`config.mk`:
```
export PLATFORM = sky130hd
export DESIGN_NAME = stereo_lookahead_soft_clipper_unit
export DESIGN_NICKNAME = d
export VERILOG_FILES = /design/src/hw/rtl/slc_pkg.sv /design/src/hw/rtl/slc_lane.sv /design/src/hw/rtl/stereo_lookahead_soft_clipper_unit.sv
export SDC_FILE = /design/constraint.sdc
export NUM_CORES = 2
export LEC_CHECK = 0
export BUFFER_PORTS_ARGS = -buffer_cell sky130_fd_sc_hd__buf_2
export CORE_MARGIN = 4
export CORE_UTILIZATION = 40
export DETAILED_ROUTE_END_ITERATION = 12
export SYNTH_ARGS = -nofsm -noshare
export SYNTH_HDL_FRONTEND = slang
export SYNTH_SLANG_ARGS = --single-unit
```
`constraint.sdc`:
```
create_clock -name i_clk -period 23.3 [get_ports i_clk]
set_input_delay 1.165 -clock i_clk [delete_from_list [all_inputs] [get_ports i_clk]]
set_output_delay 1.165 -clock i_clk [all_outputs]
set_load 0.05 [all_outputs]
```
`src/hw/rtl/slc_pkg.sv`:
```
package slc_pkg;

    localparam int SAMPLE_WIDTH_DEF = 24;
    localparam int DATA_W           = 24;
    localparam int EXT_W            = 33;
    localparam int FRAC_BITS        = 20;
    localparam int CLIP_W           = 23;

    localparam logic [18:0]              SOFTNESS    = 19'd273589;
    localparam logic signed [DATA_W-1:0] LIMIT4      = 24'sd4194304;
    localparam logic signed [EXT_W-1:0]  LIMIT4_EXT  = 33'sd4194304;
    localparam logic [CLIP_W-1:0]        CLIP_RESET  = 23'd1001382;
    localparam logic [CLIP_W-1:0]        CLIP_LIMIT  = 23'd4194304;

    typedef enum logic [1:0] {
        STEP_P_HELD,
        STEP_P_X,
        STEP_N_HELD,
        STEP_N_X
    } t_step;

    typedef enum logic [1:0] {
        ST_IDLE,
        ST_RUN,
        ST_DONE
    } t_state;

    typedef struct packed {
        logic  start;
        logic  step_en;
        t_step step;
    } t_lane_ctrl;

endpackage

```
`src/hw/rtl/slc_lane.sv`:
```
module slc_lane import slc_pkg::*; #(
    parameter int SAMPLE_WIDTH = SAMPLE_WIDTH_DEF
) (
    input  logic                           i_clk,
    input  logic                           i_rst_n,
    input  t_lane_ctrl                     i_ctrl,
    input  logic signed [SAMPLE_WIDTH-1:0] i_sample,
    input  logic signed [DATA_W-1:0]       i_ref,
    output logic signed [DATA_W-1:0]       o_result
);

    logic signed [DATA_W-1:0] r_held;
    logic                     r_opos;
    logic                     r_oneg;
    logic signed [DATA_W-1:0] r_x;
    logic signed [DATA_W-1:0] r_h;

    logic signed [EXT_W-1:0]            w_ext;
    logic signed [DATA_W-1:0]           w_clamped;
    logic signed [DATA_W-1:0]           w_neg_ref;
    logic signed [DATA_W-1:0]           w_a;
    logic signed [DATA_W-1:0]           w_b;
    logic signed [DATA_W:0]             w_diff;
    logic signed [DATA_W+FRAC_BITS:0]   w_prod;
    logic signed [DATA_W-1:0]           w_frac;
    logic signed [DATA_W:0]             w_sum;
    logic signed [DATA_W-1:0]           w_blend;

    assign w_ext = EXT_W'(i_sample);

    always_comb begin
        if (w_ext > LIMIT4_EXT) begin
            w_clamped = LIMIT4;
        end else if (w_ext < -LIMIT4_EXT) begin
            w_clamped = -LIMIT4;
        end else begin
            w_clamped = w_ext[DATA_W-1:0];
        end
    end

    assign w_neg_ref = -i_ref;

    // The blend a*H + b*S equals a*2^20 + (b-a)*S, so one multiplier serves.
    always_comb begin
        w_a = r_h;
        w_b = i_ref;
        case (i_ctrl.step)
            STEP_P_HELD: begin
                if (r_x < r_h) begin
                    w_a = i_ref;
                    w_b = r_x;
                end else begin
                    w_a = r_h;
                    w_b = i_ref;
                end
            end
            STEP_P_X: begin
                w_a = i_ref;
                w_b = r_h;
            end
            STEP_N_HELD: begin
                if (r_x > r_h) begin
                    w_a = w_neg_ref;
                    w_b = r_x;
                end else begin
                    w_a = r_h;
                    w_b = w_neg_ref;
                end
            end
            STEP_N_X: begin
                w_a = w_neg_ref;
                w_b = r_h;
            end
            default: begin
                w_a = r_h;
                w_b = i_ref;
            end
        endcase
    end

    assign w_diff  = (DATA_W+1)'(w_b) - (DATA_W+1)'(w_a);
    assign w_prod  = (DATA_W+FRAC_BITS+1)'(w_diff)
                   * (DATA_W+FRAC_BITS+1)'($signed({1'b0, SOFTNESS}));
    assign w_frac  = w_prod[DATA_W+FRAC_BITS-1:FRAC_BITS];
    assign w_sum   = (DATA_W+1)'(w_a) + (DATA_W+1)'(w_frac);
    assign w_blend = w_sum[DATA_W-1:0];

    always_ff @(posedge i_clk) begin
        if (!i_rst_n) begin
            r_held <= '0;
            r_opos <= 1'b0;
            r_oneg <= 1'b0;
        end else if (i_ctrl.step_en) begin
            case (i_ctrl.step)
                STEP_P_HELD: r_opos <= (r_x > i_ref);
                STEP_N_HELD: r_oneg <= (r_x < w_neg_ref);
                STEP_N_X: begin
                    r_held <= r_oneg ? w_blend : r_x;
                end
                default: r_held <= r_held;
            endcase
        end
    end

    always_ff @(posedge i_clk) begin
        if (i_ctrl.start) begin
            r_x <= w_clamped;
            r_h <= r_held;
        end else if (i_ctrl.step_en) begin
            case (i_ctrl.step)
                STEP_P_HELD: begin
                    if (r_opos) begin
                        r_h <= w_blend;
                    end
                end
                STEP_P_X: begin
                    if (r_opos) begin
                        r_x <= w_blend;
                    end
                end
                STEP_N_HELD: begin
                    if (r_oneg) begin
                        r_h <= w_blend;
                    end
                end
                default: r_x <= r_x;
            endcase
        end
    end

    assign o_result = r_h;

endmodule

```
`src/hw/rtl/stereo_lookahead_soft_clipper_unit.sv`:
```
// Stereo soft clipper with one frame of look-ahead.
// Input channel: i_in_valid with o_in_stall carries one stereo frame per request
// (i_left_sample, i_right_sample, i_block_end). A request is taken at a rising
// edge where i_in_valid is high and o_in_stall is low.
// Output channel: o_out_valid with i_out_stall carries the previous frame's
// adjusted samples and the block end flag of the request that produced them.
// Configuration: i_cfg_valid with o_cfg_ready writes the clip level; write it
// only while no request is in flight.
// Both channels run identical lanes side by side; each lane performs four
// dependent blend steps through its one multiplier, one step per cycle.
// An accepted request runs through the four lane steps and a done state before
// o_out_valid rises; the next request is taken only once that result is loaded.
// When the receiver stalls, the result waits in the output register and the
// next request is still accepted and processed; it then waits in the lanes.
// Synchronous active-low reset clears the held samples, the over flags, the
// control state and restores the default clip level.
module stereo_lookahead_soft_clipper_unit import slc_pkg::*; #(
    parameter int SAMPLE_WIDTH = SAMPLE_WIDTH_DEF
) (
    input  logic                           i_clk,
    input  logic                           i_rst_n,
    input  logic                           i_in_valid,
    output logic                           o_in_stall,
    input  logic signed [SAMPLE_WIDTH-1:0] i_left_sample,
    input  logic signed [SAMPLE_WIDTH-1:0] i_right_sample,
    input  logic                           i_block_end,
    output logic                           o_out_valid,
    input  logic                           i_out_stall,
    output logic signed [SAMPLE_WIDTH-1:0] o_left_out,
    output logic signed [SAMPLE_WIDTH-1:0] o_right_out,
    output logic                           o_block_end_out,
    input  logic                           i_cfg_valid,
    output logic                           o_cfg_ready,
    input  logic [CLIP_W-1:0]              i_clip_level
);

    t_state r_state;
    t_state n_state;
    t_step  r_step;
    t_step  n_step;

    logic [CLIP_W-1:0]              r_clip;
    logic                           r_be;
    logic                           r_out_valid;
    logic signed [SAMPLE_WIDTH-1:0] r_left;
    logic signed [SAMPLE_WIDTH-1:0] r_right;
    logic                           r_out_be;

    logic                     w_in_acc;
    logic                     w_load;
    logic signed [DATA_W-1:0] w_ref;
    logic signed [DATA_W-1:0] w_left;
    logic signed [DATA_W-1:0] w_right;
    t_lane_ctrl               w_ctrl;

    assign w_in_acc    = i_in_valid && !o_in_stall;
    assign o_in_stall  = (r_state != ST_IDLE);
    assign o_cfg_ready = 1'b1;

    assign w_ref = (r_clip > CLIP_LIMIT) ? LIMIT4 : DATA_W'(r_clip);

    always_ff @(posedge i_clk) begin
        if (!i_rst_n) begin
            r_state <= ST_IDLE;
            r_step  <= STEP_P_HELD;
        end else begin
            r_state <= n_state;
            r_step  <= n_step;
        end
    end

    always_comb begin
        n_state = r_state;
        n_step  = r_step;
        w_load  = 1'b0;
        case (r_state)
            ST_IDLE: begin
                if (w_in_acc) begin
                    n_state = ST_RUN;
                    n_step  = STEP_P_HELD;
                end
            end
            ST_RUN: begin
                case (r_step)
                    STEP_P_HELD: n_step = STEP_P_X;
                    STEP_P_X:    n_step = STEP_N_HELD;
                    STEP_N_HELD: n_step = STEP_N_X;
                    default: begin
                        n_step  = STEP_P_HELD;
                        n_state = ST_DONE;
                    end
                endcase
            end
            ST_DONE: begin
                if (!r_out_valid || !i_out_stall) begin
                    w_load  = 1'b1;
                    n_state = ST_IDLE;
                end
            end
            default: n_state = ST_IDLE;
        endcase
    end

    assign w_ctrl.start   = w_in_acc;
    assign w_ctrl.step_en = (r_state == ST_RUN);
    assign w_ctrl.step    = r_step;

    slc_lane #(
        .SAMPLE_WIDTH(SAMPLE_WIDTH)
    ) u_lane_left (
        .i_clk    (i_clk),
        .i_rst_n  (i_rst_n),
        .i_ctrl   (w_ctrl),
        .i_sample (i_left_sample),
        .i_ref    (w_ref),
        .o_result (w_left)
    );

    slc_lane #(
        .SAMPLE_WIDTH(SAMPLE_WIDTH)
    ) u_lane_right (
        .i_clk    (i_clk),
        .i_rst_n  (i_rst_n),
        .i_ctrl   (w_ctrl),
        .i_sample (i_right_sample),
        .i_ref    (w_ref),
        .o_result (w_right)
    );

    always_ff @(posedge i_clk) begin
        if (!i_rst_n) begin
            r_clip <= CLIP_RESET;
        end else if (i_cfg_valid && o_cfg_ready) begin
            r_clip <= i_clip_level;
        end
    end

    always_ff @(posedge i_clk) begin
        if (w_in_acc) begin
            r_be <= i_block_end;
        end
    end

    always_ff @(posedge i_clk) begin
        if (!i_rst_n) begin
            r_out_valid <= 1'b0;
        end else if (w_load) begin
            r_out_valid <= 1'b1;
        end else if (!i_out_stall) begin
            r_out_valid <= 1'b0;
        end
    end

    always_ff @(posedge i_clk) begin
        if (w_load) begin
            r_left   <= SAMPLE_WIDTH'(w_left);
            r_right  <= SAMPLE_WIDTH'(w_right);
            r_out_be <= r_be;
        end
    end

    assign o_out_valid     = r_out_valid;
    assign o_left_out      = r_left;
    assign o_right_out     = r_right;
    assign o_block_end_out = r_out_be;

    a_start_run: assert property (@(posedge i_clk) disable iff (!i_rst_n)
        w_in_acc |=> (r_state == ST_RUN) && (r_step == STEP_P_HELD))
        else $error("Accepted request did not start the lane sequence.");

    a_load_from_done: assert property (@(posedge i_clk) disable iff (!i_rst_n)
        $rose(r_out_valid) |-> $past(r_state) == ST_DONE)
        else $error("Output became valid without a finished lane sequence.");

    a_no_overwrite: assert property (@(posedge i_clk) disable iff (!i_rst_n)
        (r_out_valid && i_out_stall) |=> $stable(r_left) && $stable(r_right))
        else $error("Stalled result was overwritten.");

    a_result_range: assert property (@(posedge i_clk) disable iff (!i_rst_n)
        (r_state == ST_DONE) |-> (w_left <= LIMIT4) && (w_left >= -LIMIT4)
            && (w_right <= LIMIT4) && (w_right >= -LIMIT4))
        else $error("Lane result outside of the four-unit range.");

endmodule

```
After elaboration in Yosys (flattened, before gate mapping)
Index checks and enable logic that the tools add are counted.

storage, ports and cells
  word-level logic and storage cells = 122
  bits in registers = 226
  output and inout port bits = 52

cells by class
  mux-type cells = 46
  reductions and logical operators = 25
  multipliers = 2
  equality and inequality tests = 13
  $lt $le $gt $ge = 13
  add/sub/neg operators = 5

operators by type and width
  operator                                                       count
  2-to-1 mux 24 bit                                              28
  case mux 24 bit (4 select lines)                               2
  case mux 24 bit (3 select lines)                               2
  > comparator 24 bit                                            4
  less-than comparator 24 bit                                    4
  case mux 24 bit (2 select lines)                               2
  multiplier 25 x 20 -> 44 bit (second input constant)           2
  subtractor 24 x 24 -> 25 bit                                   2
  adder 24 bit                                                   2
  > comparator 24 bit (second input constant)                    2
  less-than comparator 24 x 23 -> 1 bit (second input constant)  2
  negation 23 -> 24 bit                                          1
  > comparator 23 bit (second input constant)                    1
  2-to-1 mux 23 bit                                              1
  != test 3 x 2 -> 1 bit (second input constant)                 4
  case mux 2 bit (3 select lines)                                2
  nonzero test 2 bit                                             6
  AND reduction 3 bit                                            3
  2-to-1 mux 2 bit                                               4
  AND reduction 2 bit                                            4
  AND reduction 4 bit                                            2
  equality test 2 bit (second input constant)                    3
  != test 2 bit (second input constant)                          3
  equality test 2 x 1 -> 1 bit (second input constant)           2
  10 further kinds                                               16

Depth between registers and ports, before layout
  word-level depth = 12
  depth in mapped cells = 75
  mapped depth without buffers = 72

Modules after synthesis
Synthesis repeated with hierarchy kept, for this count alone.

unflattened totals
  cells, all modules = 4529
  area, all modules = 39222.6 sq um

by module, submodules not included
  module                              cells each  times used  sequential area each (sq um)  area an instance (sq um)
  slc_lane at u_lane_left             2160        1           1961.9                        18330.1
  slc_lane at u_lane_right            2185        1           1961.9                        18159.9
  stereo_lookahead_soft_clipper_unit  184         1           2062.0                        2732.6

Worst setup path after synthesis
OpenSTA, ideal clock, no wires.

  kind = register to register
  start = register u_lane_left.r_x[1]
  end = register u_lane_left.r_h[23], in the netlist u_lane_left.o_result[23] (data pin)
  period minus slack after synthesis = 15859 ps
  data required time = 23040 ps
  path slack = 7441 ps
  library setup time = 260 ps
  cell stages (with the launch flop) = 73
  path buffers = 3
  arrival = 15599 ps
  path through = edfxtp_1 -> ha_1 -> nor2b_1 -> o21a_1 -> o21a_1 -> o21a_1 -> o21a_1 -> o21a_1 -> o21a_1 -> o21ai_0 -> a21boi_0 -> o22ai_1 -> nand2b_1 -> clkbuf_1 -> clkbuf_1 -> o21ai_0 -> a211oi_1 -> a21oi_1 -> (+37 left out) -> a21o_1 -> a21o_1 -> nor3_1 -> a21oi_1 -> a41o_1 -> or2_2 -> a21oi_1 -> xnor2_1 -> ha_1 -> nand3_1 -> a2111o_1 -> nand3_1 -> o211ai_1 -> o21bai_1 -> a21oi_1 -> xnor2_1 -> xnor2_1 -> mux2_2

on the way
  longest elaborated chain between the ends = 10
  elaborated cells between the ends (all ways) = 16
  classes of those cells = 2 x add/sub; 1 x mul; 2 x order compare; 11 x mux

ends and longest elaborated chain
  item                                                                                  RTL line                          text
  from (decl)                                                                           slc_lane.sv:15                    logic signed [DATA_W-1:0] r_x;
  from (signal assigned)                                                                slc_lane.sv:107                   r_x <= w_clamped;
  from (signal assigned)                                                                slc_lane.sv:118                   r_x <= w_blend;
  from (signal assigned)                                                                slc_lane.sv:126                   default: r_x <= r_x;
  > comparator 24 bit or less-than comparator 24 bit (tied branches)                    slc_lane.sv:62, slc_lane.sv:49
  2-to-1 mux 24 bit, on equally long branches                                           slc_lane.sv:62, slc_lane.sv:49
  case mux 24 bit (4 select lines) or case mux 24 bit (3 select lines) (tied branches)  slc_lane.sv:47                    case (i_ctrl.step)
  subtractor 24 x 24 -> 25 bit                                                          slc_lane.sv:81                    assign w_diff = (DATA_W+1)'(w_b) - (DATA_W+1)'(w_a);
  multiplier 25 x 20 -> 44 bit                                                          slc_lane.sv:83                    * (DATA_W+FRAC_BITS+1)'($signed({1'b0, SOFTNESS}));
  adder 24 bit (*)                                                                      slc_lane.sv:85                    assign w_sum = (DATA_W+1)'(w_a) + (DATA_W+1)'(w_frac);
  2-to-1 mux 24 bit, on equally long branches                                           slc_lane.sv:122, slc_lane.sv:112
  case mux 24 bit (2 select lines) (*)                                                  slc_lane.sv:110                   case (i_ctrl.step)
  2-to-1 mux 24 bit (*)                                                                 slc_lane.sv:109                   end else if (i_ctrl.step_en) begin
  2-to-1 mux 24 bit (*)                                                                 slc_lane.sv:106                   if (i_ctrl.start) begin
  to (signal assigned)                                                                  slc_lane.sv:108                   r_h <= r_held;
  to (signal assigned)                                                                  slc_lane.sv:113                   r_h <= w_blend;
  to (signal assigned)                                                                  slc_lane.sv:123                   r_h <= w_blend;
  to (decl)                                                                             slc_lane.sv:16                    logic signed [DATA_W-1:0] r_h;

Mark *: on every way between the ends. The rest lies on a longest branch, timed or not. The select of a mux whose other input is x is not followed.
A chain may end at the register's enable or synchronous reset.

Worst setup path after layout
  start = register u_lane_left.r_x[1]
  end = register u_lane_left.r_h[22], in the netlist u_lane_left.o_result[22] (data pin)

Same word-level chain as after synthesis.

==> metrics.md <==
| Metric | Value |
|---|---|
| Sequential area share after synthesis | 15.9% |
| Core area | 93300 um2 |
| Pre-CTS setup slack | 7.19 ns |
| CP max FO | 43 |
| Largest stage delay, worst path | 0.55 ns |
| Fmax | 0.0613 GHz |
| WS Path Type | flip-flop to flip-flop |
| Yosys warning count | 0 |
| Vias post-DR | 31700 |
| # IOs | 129 |
| Slowest cell on the critical path | fa_1 |
| CP required | 23.60 ns |
| Root Driver | clkbuf_16 |
| Netlist cell types | 109 |
| I/O Buffers | 127 |
| Worst setup EP type | flip-flop |
| Fin. Hold Viols | 0 |
| Total clock buffers created by CTS | 26 |
| Largest area contributor in the netlist | ha_1 |
| Worst rel slew slack | 22.4% |
| Cells after Synth | 4373 |
| Routed vias/inst | 5.55 |
| Dominant cell by count in the synthesized netlist | inv_1 |
| CTS Hold Bufs | 0 |
| Crit-path leading delay family | compound AO/OA/AOI/OAI gates |
| GRT Residual Overflow | 0 |
| Unrepaired setup endpoints after global routing | no |
| Routability cong. | 0.967 |
| Least-Margin Pin Slew | 1.16 ns |
| CP Data Arrival Time | 16.61 ns |
| Post CTS Setup Buffer Count | 0 |
| DRT iter0 DRCs | 3232 |
| Post-synth EDFFs | 146 |
| PnR worst setup slack | 6.99 ns |
| DPL Wire Length | 99100 um |
| Cell with the most instances on the worst path | o21ai_0 |
| Ys flop type | edfxtp_1 |
| Synthesized area | 37700 um2 |
| Routed len/inst | 21.4 um |
| All-Layer GR Usage | 24.4% |
| Area Overhead vs Synth | 7.93% |
| Die Ht | 315 um |
| CP Launch Type | flip-flop |
| Total Wirelength | 122000 um |
| Die Area | 99200 um2 |
| DR DRC count | 0 |
| Post-route ant nets | 0 |
| Vias in the first global route | 31300 |
| Synthesized netlist net count | 5426 |
| Post-route cell area | 40700 um2 |
| Clock Skews | 0.0367 ns |
| Fin crit share | 70.0% |
| Worst min-delay path class | flip-flop to flip-flop |
| Synth async-reset ratio | 0% |
| Post-Route Setup TNS | 0 ns |
| Net count, final | 5485 |
| DR pass1 iterations | 7 |
| Maximum capacitance violations | 0 |
| Post-route core utilization | 43.6% |
| Final min period | 16.31 ns |
| Syn avg cell area | 8.62 um2 |
| #FFs+latches synth | 226 |
| CTS Sinks | 226 |
| Clock Path Buffers | 3 |
| Endpoints failing setup | 0 |
| Final slew viol count | 0 |
| Placed Area | 39800 um2 |
| Share of layout cells above drive strength 1 | 6.87% |
| Pin count of the biggest net entering global routing | 72 |
| Starting Density | 40.4% |
| WP buf/inv | 6 |
| Worst-Skew Late Latency | 0.58 ns |
| Die W | 315 um |
| First-pass GRT wire length | 187000 um |
| Top cells by area, synth | ha_1 21%, fa_1 18%, edfxtp_1 12% |
| Commonest cells post-synth | 769 x inv_1, 640 x ha_1, 415 x nand2_1 |
| Yosys top cell area share | 21.3% |
| Clk pin slew, worst setup/hold paths | 0.07 ns |
| Post-CTS sizing | 0 |
| Num rows | 112 |
| Initial antenna violation count | 1 |
| CTS tree | yes |
| # H-tree levels | 1 |
| Outcome | finished, final reports clean |
## area by class of cell
type / instances / area [um2]
inverter: 774 / 2910
clock inverter: 14 / 140
multi-input combinational: 3225 / 28300
clock buffer: 34 / 732
fill: 9285 / 52700
sequential: 226 / 5990
timing repair buffer: 179 / 1030
tap: 1254 / 1570
antenna: 1 / 2.50
## worst paths after layout
path,start,endpoint,slack [ns],cells after the start
worst min register to register,r_be,o_block_end_out,0.42,0
worst min-delay path,r_be,o_block_end_out,0.42,0
worst max-delay path,u_lane_left.r_x[1],u_lane_left.o_result[22],6.99,68
worst max register to register,u_lane_left.r_x[1],u_lane_left.o_result[22],6.99,68
## cell families after synthesis
logic type | Yosys count | share of synthesized area, %
and+or+nand+nor | 991 | 12.0
AOI/OAI and AO/OA | 990 | 17.1
adders and majority gates | 980 | 39.2
buffers and inverters | 922 | 9.27
DFF | 226 | 15.9
xor gates and xnor gates | 182 | 4.34
muxes | 81 | 2.23
other | 1 | 0.00995
## registers in the layout, indices dropped and copies added (netlist names)
name and count:
r_step 2, u_lane_right.r_opos 1, r_be 1, u_lane_left.r_held 24, u_lane_right.r_oneg 1, u_lane_left.r_x 24, r_state 2, u_lane_right.r_x 24
r_clip 23, u_lane_left.r_opos 1, u_lane_right.r_held 24, o_block_end_out 1, u_lane_left.o_result 24, u_lane_right.o_result 24, o_out_valid 1, o_left_out 24
o_right_out 24, u_lane_left.r_oneg 1
## metrics by stage
stage / hold WS (ns) / instances
2_1_floorplan: 0.400 / 4373
3_3_place_gp: 0.413 / 5658
3_5_place_dp: 0.408 / 5658
4_1_cts: 0.431 / 5706
5_1_grt: 0.441 / 5706
6_report: 0.425 / 5707
## cell usage in the layout (no fill, tap or decap), types with 8 or more instances in the layout
cell type / instances
a2111oi_0: 9
a211oi_1: 69
a21boi_0: 12
a21o_1: 118
a21oi_1: 266
a221oi_1: 47
a22oi_1: 12
a31oi_1: 12
and2_1: 17
and3_1: 11
buf_2: 127
buf_4: 52
clkbuf_16: 27
dfxtp_1: 79
edfxtp_1: 146
fa_1: 336
ha_1: 638
inv_1: 768
mux2_2: 14
mux2i_1: 66
nand2_1: 413
nand2b_1: 33
nand3_1: 51
nand4_1: 36
nor2_1: 244
nor2b_1: 47
nor3_1: 55
nor4_1: 15
o211ai_1: 24
o21a_1: 40
o21ai_0: 237
o21bai_1: 13
o22ai_1: 14
o31ai_1: 12
or2_2: 10
or3_1: 16
or4_1: 8
xnor2_1: 114
xor2_1: 64
## metal layers
metal  GRT usage (%)  vias to the layer above  wire length (um)  part of all wire [%]
li1                -                    15000                 -                     -
met1            35.2                    15100             54700                    45
met2            38.2                     1313             53100                    43
met3            2.87                      231              9660                   7.9
met4            7.98                        0              4710                   3.9
met5               0                        -                 0                     0
Power is left out: the tool's default activity adds up to more than one toggle a clock period on the data nets, which glitch-free logic cannot reach.
